===== config.mk =====
export PLATFORM = sky130hd
export DESIGN_NAME = lru_page_replacement_top_flat
export DESIGN_NICKNAME = d
export VERILOG_FILES = /design/src/rtl/lru_pkg.sv /design/src/rtl/lru_in_if.sv /design/src/rtl/lru_out_if.sv /design/src/rtl/lru_lookup.sv /design/src/rtl/lru_page_replacement_top.sv /design/src/flat_wrapper.sv
export SDC_FILE = /design/constraint.sdc
export NUM_CORES = 2
export LEC_CHECK = 0
export BUFFER_PORTS_ARGS = -buffer_cell sky130_fd_sc_hd__buf_2
export CAP_MARGIN = 20
export CORE_MARGIN = 2
export CORE_UTILIZATION = 50
export DETAILED_ROUTE_END_ITERATION = 16
export PLACE_DENSITY = 0.66
export SLEW_MARGIN = 20
export SYNTH_ARGS = -nofsm -noshare
export SYNTH_HDL_FRONTEND = slang
export SYNTH_SLANG_ARGS = --single-unit

===== constraint.sdc =====
create_clock -name i_clk -period 15.4 [get_ports i_clk]
set_input_delay 1.54 -clock i_clk [delete_from_list [all_inputs] [get_ports i_clk]]
set_output_delay 1.54 -clock i_clk [all_outputs]
set_load 0.01 [all_outputs]

===== src/rtl/lru_pkg.sv =====
package lru_pkg;

    localparam int FRAMES    = 16;
    localparam int PAGE_BITS = 20;
    localparam int SLOT_W    = (FRAMES > 1) ? $clog2(FRAMES) : 1;
    localparam int CNT_W     = $clog2(FRAMES + 1);
    localparam int CFG_W     = 5;
    localparam int FAULT_W   = 32;

    localparam logic [CFG_W-1:0]   ACTIVE_RESET = CFG_W'(16);
    localparam logic [FAULT_W-1:0] FAULT_MAX    = '1;

    typedef logic [FRAMES-1:0]                 t_frame_mask;
    typedef logic [FRAMES-1:0][PAGE_BITS-1:0]  t_tag_arr;
    typedef logic [FRAMES-1:0][SLOT_W-1:0]     t_rank_arr;

    typedef struct packed {
        logic              hit;
        logic              fill;
        t_frame_mask       sel;
        logic [SLOT_W-1:0] slot;
        logic [SLOT_W-1:0] old_rank;
    } t_lookup;

endpackage


===== src/rtl/lru_in_if.sv =====
interface lru_in_if import lru_pkg::*; ();
    logic                 valid;
    logic                 ready;
    logic [PAGE_BITS-1:0] page_number;

    modport source (output valid, output page_number, input ready);
    modport sink   (input valid, input page_number, output ready);
endinterface


===== src/rtl/lru_out_if.sv =====
interface lru_out_if import lru_pkg::*; ();
    logic               valid;
    logic               ready;
    logic               hit;
    logic [SLOT_W-1:0]  frame_slot;
    logic [FAULT_W-1:0] fault_count;

    modport source (output valid, output hit, output frame_slot, output fault_count,
                    input ready);
    modport sink   (input valid, input hit, input frame_slot, input fault_count,
                    output ready);
endinterface


===== src/rtl/lru_lookup.sv =====
module lru_lookup import lru_pkg::*; (
    input  logic [PAGE_BITS-1:0] i_page,
    input  t_tag_arr             i_tags,
    input  t_frame_mask          i_valid,
    input  t_rank_arr            i_rank,
    input  logic [CNT_W-1:0]     i_active,
    input  logic [CNT_W-1:0]     i_filled,
    output t_lookup              o_lookup
);

    t_frame_mask       in_range;
    t_frame_mask       match;
    t_frame_mask       first;
    t_frame_mask       oldest;
    t_frame_mask       free_sel;
    t_frame_mask       sel;
    logic              hit;
    logic              fill;
    logic [SLOT_W-1:0] slot;
    logic [SLOT_W-1:0] old_rank;

    always_comb begin
        for (int i = 0; i < FRAMES; i++) begin
            in_range[i] = CNT_W'(i) < i_active;
            match[i]    = i_valid[i] && in_range[i] && (i_tags[i] == i_page);
            free_sel[i] = CNT_W'(i) == i_filled;
        end
    end

    // ranks of the valid frames are distinct, so exactly one in range dominates
    always_comb begin
        for (int i = 0; i < FRAMES; i++) begin
            oldest[i] = in_range[i];
            for (int j = 0; j < FRAMES; j++) begin
                if (j != i && in_range[j] && !(i_rank[j] < i_rank[i])) begin
                    oldest[i] = 1'b0;
                end
            end
        end
    end

    assign first = match & (~match + t_frame_mask'(1));
    assign hit   = |match;
    assign fill  = !hit && (i_filled < i_active);
    assign sel   = hit ? first : (fill ? free_sel : oldest);

    always_comb begin
        slot     = '0;
        old_rank = '0;
        for (int i = 0; i < FRAMES; i++) begin
            if (sel[i]) begin
                slot     = slot | SLOT_W'(i);
                old_rank = old_rank | i_rank[i];
            end
        end
    end

    assign o_lookup = '{hit: hit, fill: fill, sel: sel, slot: slot, old_rank: old_rank};

endmodule


===== src/rtl/lru_page_replacement_top.sv =====
// LRU page replacement unit: each page reference entering on i_req gives one result on
// o_rsp (hit flag, frame holding the page, saturating fault total). One reference is
// taken every cycle unless o_rsp stalls a waiting result; the reference is registered
// on acceptance and, once the result register is free, resolved by a single pass of
// 16-way tag compare, oldest-frame select and rank update into the result register.
// i_cfg_wdata sets the number of frames in use (0 acts as 1, above 16 as 16); write it
// only while no reference is in flight.
module lru_page_replacement_top import lru_pkg::*; (
    input  logic             i_clk,
    input  logic             i_rst_n,
    input  logic             i_cfg_we,
    input  logic [CFG_W-1:0] i_cfg_wdata,
    lru_in_if.sink           i_req,
    lru_out_if.source        o_rsp
);

    logic [CFG_W-1:0]     r_active;
    logic                 r_in_valid;
    logic [PAGE_BITS-1:0] r_page;
    t_tag_arr             r_tags;
    t_frame_mask          r_valid;
    t_rank_arr            r_rank;
    logic [CNT_W-1:0]     r_filled;
    logic [FAULT_W-1:0]   r_fault;
    logic                 r_out_valid;
    logic                 r_out_hit;
    logic [SLOT_W-1:0]    r_out_slot;
    logic [FAULT_W-1:0]   r_out_fault;

    logic [FAULT_W-1:0]   n_fault;
    t_rank_arr            n_rank;
    logic [CNT_W-1:0]     active_n;
    logic                 out_free;
    logic                 process;
    t_lookup              lk;

    always_comb begin
        if (r_active == '0) begin
            active_n = CNT_W'(1);
        end else if (int'(r_active) > FRAMES) begin
            active_n = CNT_W'(FRAMES);
        end else begin
            active_n = CNT_W'(r_active);
        end
    end

    assign out_free    = !r_out_valid || o_rsp.ready;
    assign i_req.ready = !r_in_valid || out_free;
    assign process     = r_in_valid && out_free;

    lru_lookup u_lookup (
        .i_page   (r_page),
        .i_tags   (r_tags),
        .i_valid  (r_valid),
        .i_rank   (r_rank),
        .i_active (active_n),
        .i_filled (r_filled),
        .o_lookup (lk)
    );

    assign n_fault = (lk.hit || r_fault == FAULT_MAX) ? r_fault : r_fault + FAULT_W'(1);

    always_comb begin
        for (int i = 0; i < FRAMES; i++) begin
            if (lk.sel[i]) begin
                n_rank[i] = '0;
            end else if (r_valid[i] && (lk.fill || r_rank[i] < lk.old_rank)) begin
                n_rank[i] = r_rank[i] + SLOT_W'(1);
            end else begin
                n_rank[i] = r_rank[i];
            end
        end
    end

    always_ff @(posedge i_clk) begin
        if (!i_rst_n) begin
            r_active    <= ACTIVE_RESET;
            r_in_valid  <= 1'b0;
            r_valid     <= '0;
            r_rank      <= '0;
            r_filled    <= '0;
            r_fault     <= '0;
            r_out_valid <= 1'b0;
        end else begin
            if (i_cfg_we) begin
                r_active <= i_cfg_wdata;
            end
            if (i_req.ready) begin
                r_in_valid <= i_req.valid;
            end
            if (process) begin
                r_rank      <= n_rank;
                r_fault     <= n_fault;
                r_out_valid <= 1'b1;
                if (lk.fill) begin
                    r_valid  <= r_valid | lk.sel;
                    r_filled <= r_filled + CNT_W'(1);
                end
            end else if (o_rsp.ready) begin
                r_out_valid <= 1'b0;
            end
        end
    end

    always_ff @(posedge i_clk) begin
        if (i_req.valid && i_req.ready) begin
            r_page <= i_req.page_number;
        end
        if (process) begin
            r_out_hit   <= lk.hit;
            r_out_slot  <= lk.slot;
            r_out_fault <= n_fault;
            for (int i = 0; i < FRAMES; i++) begin
                if (!lk.hit && lk.sel[i]) begin
                    r_tags[i] <= r_page;
                end
            end
        end
    end

    assign o_rsp.valid       = r_out_valid;
    assign o_rsp.hit         = r_out_hit;
    assign o_rsp.frame_slot  = r_out_slot;
    assign o_rsp.fault_count = r_out_fault;

    a_hit_keeps_total: assert property (@(posedge i_clk) disable iff (!i_rst_n)
        (process && lk.hit) |=> (r_fault == $past(r_fault)))
        else $error("fault total moved on a hit");

    a_valid_prefix: assert property (@(posedge i_clk) disable iff (!i_rst_n)
        ($countones(r_valid) == int'(r_filled)) && (r_filled <= CNT_W'(FRAMES)))
        else $error("valid frames disagree with fill count");

    a_one_victim: assert property (@(posedge i_clk) disable iff (!i_rst_n)
        process |-> $onehot(lk.sel))
        else $error("frame select not one-hot");

    a_miss_counted: assert property (@(posedge i_clk) disable iff (!i_rst_n)
        (r_out_valid && !r_out_hit) |-> (r_out_fault != '0))
        else $error("fault reported with zero total");

endmodule

===== src/flat_wrapper.sv =====
// flat-port wrapper written by rule: the top's interface ports become plain ports
module lru_page_replacement_top_flat import lru_pkg::*;
  (i_clk, i_rst_n, i_cfg_we, i_cfg_wdata, i_req_valid, i_req_page_number, i_req_ready, o_rsp_valid, o_rsp_hit, o_rsp_frame_slot, o_rsp_fault_count, o_rsp_ready);
  lru_in_if i_req_i ();
  lru_out_if o_rsp_i ();
  input  logic i_clk;
  input  logic i_rst_n;
  input  logic i_cfg_we;
  input  logic [CFG_W-1:0] i_cfg_wdata;
  input wire logic [$bits(i_req_i.valid)-1:0] i_req_valid;
  input wire logic [$bits(i_req_i.page_number)-1:0] i_req_page_number;
  output wire logic [$bits(i_req_i.ready)-1:0] i_req_ready;
  output wire logic [$bits(o_rsp_i.valid)-1:0] o_rsp_valid;
  output wire logic [$bits(o_rsp_i.hit)-1:0] o_rsp_hit;
  output wire logic [$bits(o_rsp_i.frame_slot)-1:0] o_rsp_frame_slot;
  output wire logic [$bits(o_rsp_i.fault_count)-1:0] o_rsp_fault_count;
  input wire logic [$bits(o_rsp_i.ready)-1:0] o_rsp_ready;
  assign i_req_i.valid = i_req_valid;
  assign i_req_i.page_number = i_req_page_number;
  assign i_req_ready = i_req_i.ready;
  assign o_rsp_valid = o_rsp_i.valid;
  assign o_rsp_hit = o_rsp_i.hit;
  assign o_rsp_frame_slot = o_rsp_i.frame_slot;
  assign o_rsp_fault_count = o_rsp_i.fault_count;
  assign o_rsp_i.ready = o_rsp_ready;
  lru_page_replacement_top u_core (.i_clk(i_clk), .i_rst_n(i_rst_n), .i_cfg_we(i_cfg_we), .i_cfg_wdata(i_cfg_wdata), .i_req(i_req_i), .o_rsp(o_rsp_i));
endmodule

* After elaboration in Yosys (flattened, before gate mapping)
Cells that the tools add are included.
Storage, ports and cells: output and inout bits 39, input bits 30, flip-flop bits (word level) 501, logic and storage cells 1321
Cells by class: equal/unequal tests 32, add/sub/neg operators 19, bitwise operators 18, multiplexer cells 308, reductions and logical operators 625, order comparisons 274
Operators with widths (count):
- $lt 4x4->1 | 256
- $eq 20x20->1 | 16
- $logic_and 1x1->1 | 307
- $logic_not 1->1 | 243
- $mux 1 | 243
- $mux 4 | 54
- $reduce_and 2->1 | 33
- $add 4x1->4 const B | 16
- $or 4x4->4 | 15
- $eq 4x5->1 const A | 8
- $lt 4x5->1 const A | 8
- $reduce_bool 2->1 | 17
- $add 32x1->32 const B | 1
- $eq 32x32->1 const B | 1
- $mux 16 | 2
- $mux 32 | 1
- $eq 3x5->1 const A | 4
- $lt 3x5->1 const A | 4
- $logic_or 1x1->1 | 19
- $add 16x1->16 const B | 1
- $and 16x16->16 | 1
- $not 16->16 | 1
- $or 16x16->16 | 1
- $reduce_or 16->1 | 1
- other kinds (14) | 23

* Depth between registers and ports, before layout
depth in word-level cells 58, gate-level depth with buffers 28, depth with buffers taken out 23

* Hierarchy
A second synthesis with hierarchy kept.
Second synthesis, totals: cells, all modules 3708, area, all modules 37078.1 um2
Modules (own cells, without submodules):
- lru_page_replacement_top | times used 1, area each 19098.3 um2, seq. area each 13803.2 um2, cells an instance 1351
- lru_lookup | times used 1, area each 17979.7 um2, seq. area each 0.0 um2, cells an instance 2357

* Worst setup path before layout
No wires, ideal clock.
kind flip-flop to flip-flop, from register u_core.r_page[15], to register u_core.r_rank[2] (netlist name), stages on the path, launching flop included 22, data arrival time 7.331 ns, period minus slack after synthesis 7.454 ns, path buffers 3, required time 15.277 ns, slack 7.946 ns, setup time 0.123 ns, cells stage by stage edfxtp_1 buf_4 xor2_1 or4_4 or4_4 nor4_4 nor3_1 and4_1 buf_6 o21ai_0 or2_2 clkbuf_1 o22ai_1 a221o_1 a2111oi_0 ha_1 o21a_1 o21a_1 o21ai_0 and3_1 o21ai_1 mux2_1
On the way: cells in the longest elaborated chain, start to end 43, elaborated cells on any way between the ends 77, classes of those cells add/sub (1); order compare (1); eq/ne (16); mux (19); bitwise (17); reduce/logical (23)
RTL lines:
- from (decl) | RTL line lru_page_replacement_top.sv:19 | logic [PAGE_BITS-1:0] r_page;
- from (signal assigned) | RTL line lru_page_replacement_top.sv:107 | r_page <= i_req.page_number;
- branches (longest 43 deep; another with $add 16x1->16)
- to (signal assigned) | RTL line lru_page_replacement_top.sv:92 | r_rank <= n_rank;
- to (decl) | RTL line lru_page_replacement_top.sv:22 | t_rank_arr r_rank;
Several ways; the timed one is not identified. A chain may end at the register's enable or synchronous reset.

* Worst setup path after layout
from register u_core.r_active[4], to register u_core.r_rank[2] (netlist name)
On the way: cells in the longest elaborated chain, start to end 58, elaborated cells on any way between the ends 578, classes of those cells add/sub (1); order compare (19); mux (261); bitwise (17); reduce/logical (280)
RTL lines:
- from (decl) | RTL line lru_page_replacement_top.sv:17 | logic [CFG_W-1:0] r_active;
- from (signal assigned) | RTL line lru_page_replacement_top.sv:86 | r_active <= i_cfg_wdata;
- $gt 5x5->1 | RTL line lru_page_replacement_top.sv:40 | end else if (int'(r_active) > FRAMES) begin
- $mux 5 | RTL line lru_page_replacement_top.sv:40
- $mux 5 (*) | RTL line lru_page_replacement_top.sv:38 | if (r_active == '0) begin
- $lt 1x5->1 | RTL line lru_lookup.sv:24 | in_range[i] = CNT_W'(i) < i_active;
- $logic_and 1x1->1 | RTL line lru_lookup.sv:35 | if (j != i && in_range[j] && !(i_rank[j] < i_rank[i])) begin
- $mux 1 (15 in a row) | RTL line lru_lookup.sv:35
- $mux 16 (2 in a row) | RTL line lru_lookup.sv:45 | assign sel = hit ? first : (fill ? free_sel : oldest);
- $mux 4 | RTL line lru_lookup.sv:51 | if (sel[i]) begin
- (+27 left out)
- $mux 4 | RTL line lru_lookup.sv:51
- $or 4x4->4 | RTL line lru_lookup.sv:53 | old_rank = old_rank | i_rank[i];
- $mux 4 | RTL line lru_lookup.sv:51
- $lt 4x4->1 | RTL line lru_page_replacement_top.sv:67 | end else if (r_valid[i] && (lk.fill || r_rank[i] < lk.old_rank)) begin
- $logic_or 1x1->1 | RTL line lru_page_replacement_top.sv:67
- $logic_and 1x1->1 | RTL line lru_page_replacement_top.sv:67
- $reduce_bool 2->1 (no line)
- $reduce_and 2->1 (no line)
Every way passes the cells marked *; elsewhere a longest branch is shown, timed or not.

==> summary.md <==
| Metric | Value |
|---|---|
| Met3 usage | `7.89%` |
| Fmax | `about 130 MHz` |
| Combinational Power Share | `under 10%` |
| Clk Latency, worst-skew pair | `between 0.6 and 0.7 ns` |
| Crit path max-delay family | `simple AND/OR/NAND/NOR gates` |
| CP required | `between 15 and 20 ns` |
| Fillers | `roughly 6,400` |
| Most used DFF post-synth | `edfxtp_1` |
| Reg power frac | `about 47%` |
| DIE WIDTH | `approximately 270 um` |
| Number of max-cap violations | `0` |
| Synth cell types | `97` |
| CP Buf/Inv Count | `2` |
| Nets | `between 4,000 and 5,000` |
| WL per Instance | `27.3 um` |
| Post_cts resized | `0` |
| Post-synth EDFFs | `between 300 and 400` |
| Die H | `~270 um` |
| Mapped cell area | `about 37,000 sq um` |
| Register bit total from synthesis | `501` |
| Max FO, Critical Path | `36` |
| Initial antenna violation count | `7` |
| Wirelength, routed | `about 130,000 um` |
| Yosys top cell area share | `between 30% and 40%` |
| DP Wirelength | `between 90,000 and 100,000 um` |
| Fin util | `55.4%` |
| Hold_buf cts | `0` |
| Least-Margin Pin Slew | `between 1 and 1.5 ns` |
| First drt pass iteration count | `7` |
| Clock-pin slew on the worst setup and hold paths | `about 0.070 ns` |
| Peak supply drop | `~0.097 mV` |
| Root Buffer | `clkbuf_16` |
| Post-Syn Instances | `about 3,700` |
| Seq/Total Area, Yosys | `about 38%` |
| Postcts setup bufs | `0` |
| Buffers added on ports | `between 60 and 70` |
| CTS buffer count | `54` |
| Critical path arrival | `8.46 ns` |
| Slowest CP cell | `nor2_1` |
| Cell Int Power | `about 2.3 mW` |
| Final Cycle Share | `51.7%` |
| CP Capture Type | `flip-flop` |
| Die outline area | `approximately 75,000 sq um` |
| Post-synth ARST share | `0%` |
| Critical Path Max Stage Delay | `just over 0.9 ns` |
| Most common cell in the netlist | `ha_1` |
| Global routing usage on met1 | `between 40% and 50%` |
| Commonest cells post-synth | `ha_1 (554), edfxtp_1 (377), a21oi_1 (327)` |
| Power share of the clock group | `a little over two fifths` |
| CTS tree | `built` |
| Core box area | `72,700 sq um` |
| Hold slack | `a little under 0.5 ns` |
| Number of global-route vias before repair | `a little under 30,000` |
| GR peak layer | `met2` |
| Initial Utilization | `50.3%` |
| Synth Net Count | `roughly 4,200` |
| Layout cells sized above 1 | `roughly 8%` |
| Row cnt | `between 90 and 100` |
| Area leader, netlist | `edfxtp_1` |
| Global placer's final weighted congestion | `approximately 1.0` |
| Max Slew Vio Count | `0` |
| Final clock skew | `0.0287 ns` |
| Global route overflow | `0` |
| Post-route DRC | `0` |
| Total GRT Usage | `between 30% and 40%` |
| WS Path Type | `reg2reg` |
| Area grow syn2layout | `9.98%` |
| Synthesis warning total | `0` |
| Via count | `just over 30,000` |
| Worst-path cell chain | `buf_4 -> nor2_1 -> nand2_1 -> nand3_1 -> nor4_1 -> nor4_1 -> nand4_1 -> o21ai_1 -> inv_1 -> o22ai_1 -> a221oi_1 -> and4_1 -> ha_1 -> o21a_1 -> o21a_1 -> o21ai_0 -> and3_1 -> o21ai_1 -> mux2_1` |
| Leak Pwr | `~15 nW` |
| Synth area leaders | `edfxtp_1 (31%), ha_1 (19%), dfxtp_1 (6.8%), xor2_1 (5.5%), a21oi_1 (4.5%)` |
| Synthesized area per cell | `about 10 sq um` |
| Final Hold Fails | `0` |
| Status | `completed` |
| Critical Path Source Type | `flip-flop` |
| Met2 Usage GRT | `about 50%` |
| DR iter-0 viols | `3,746` |
| Worst Hold Class | `reg2reg` |
| Sw frac | `about a quarter` |
| DR vias/cell | `~6.5` |
| First-pass GRT wire length | `around 190,000 um` |
| RSZ-0062 raised after global routing | `no` |
| CP Launch Point | `u_core.r_active[4]` |
| HP Start | `u_core.r_rank[5]` |
| Setup violations, final | `0` |
| Fin cells | `4,768` |
| Clock Path Buffers | `3` |
| I/O pins | `about 70` |
| P per Cell Area | `between 70 and 80 nW/um^2` |
| Crit path time final | `~8.0 ns` |
| CTS H-tree depth | `2` |
| Largest net degree at the start of global routing | `67` |
| Clock sinks | `501` |
| Switching pwr | `approximately 800 uW` |
| Worst slew margin | `between 10% and 20%` |
| Fin Setup TNS | `0 ns` |
| Placed cells | `~4,700` |
| Post-route ant nets | `0` |
| Critical R2R Launch | `u_core.r_active[4]` |
cells by family after synthesis:
family | count (synthesis) | share of synthesized area (%)
adder cells (fa/ha/maj) | 554 | 18.9
AND/OR/NAND/NOR | 1186 | 17.5
buffers and inverters | 260 | 2.94
AO/OA/AOI/OAI | 733 | 12.6
XOR/XNOR | 397 | 9.50
multiplexers | 32 | 0.885
flip-flops | 501 | 37.7
through the flow:
stage                     worst slack, ns  cell area [sq um]  total power [mW]
after floorplan                      7.95              36600              1.69
after global placement               7.83              38400              1.81
after detailed placement             7.76              38400              1.81
after CTS                            7.74              40200              3.14
after global routing                 7.48              40300              3.22
final                                7.44              40300              3.14
state kept, by name, summed over array words and instances (netlist names):
name and flops:
u_core.r_fault 32, u_core.r_page 20, u_core.r_filled 5, u_core.r_in_valid 1, u_core.o_rsp.fault_count 32, u_core.o_rsp.valid 1
u_core.r_active 5, u_core.r_tags 320, u_core.r_rank 64, u_core.r_valid 16, u_core.o_rsp.hit 1, u_core.o_rsp.frame_slot 4
power by group through the flow:
stage	clock network [mW]	logic, mW	registers (mW)
floorplan	0	0.175	1.51
CTS	1.36	0.300	1.48
global placement	0	0.296	1.51
global route	1.41	0.324	1.48
detailed placement	0	0.299	1.51
finish	1.35	0.309	1.48
worst register-to-register path, cell delays in order (launching register included):
cell and delay, ns:
dfxtp_1 0.30, buf_4 0.27, nor2_1 0.96, nand2_1 0.76, nand3_1 0.26, nor4_1 0.08
nor4_1 0.71, nand4_1 0.90, o21ai_1 0.92, inv_1 0.19, o22ai_1 0.21, a221oi_1 0.09
and4_1 0.55, ha_1 0.44, o21a_1 0.10, o21a_1 0.15, o21ai_0 0.22, and3_1 0.27
o21ai_1 0.12, mux2_1 0.33
final timing paths:
check	end	slack (ns)	cells past startpoint
worst max-delay path	u_core.r_rank[2]	7.44	19
worst min register to register	u_core.r_rank[5]	0.48	2
worst max register to register	u_core.r_rank[2]	7.44	19
worst min-delay path	u_core.r_rank[5]	0.48	2
placed cells by master, fill, tap and decap left out, drive strengths merged, types with 29 or more instances in the layout:
cell type  count
xor2         229
clkbuf        62
nor2b         62
dfxtp        124
nor2         205
nand4        168
o211ai        49
o21a          40
nand2        237
o21ai        118
a21oi        328
mux2i         29
inv          149
nand3        123
buf          159
nor4          97
ha           554
xnor2        168
and3          35
nor3          67
and4          35
edfxtp       377
metal layers:
metal  routed length [um]  part of all wire [%]  vias up
li1                     -                     -    14100
met1                52300                    40    14662
met2                54200                    42     1778
met3                14700                    11      506
met4                 8890                   6.8        6
met5                   40                 0.031        -
layout make-up:
| class | instances | area [sq um] | share of cell area, % |
|---|---|---|---|
| Antenna cell | 1 | 2.50 | 0.00622 |
| Sequential cell | 501 | 13800 | 34.3 |
| Tap cell | 959 | 1200 | 2.98 |
| Timing Repair Buffer | 159 | 1030 | 2.56 |
| Inverter | 145 | 547 | 1.36 |
| Clock buffer | 62 | 1400 | 3.48 |
| Multi-Input combinational cell | 2902 | 21800 | 54.3 |
| Clock inverter | 39 | 428 | 1.06 |
No activity file was read; power rests on OpenSTA's default activity.
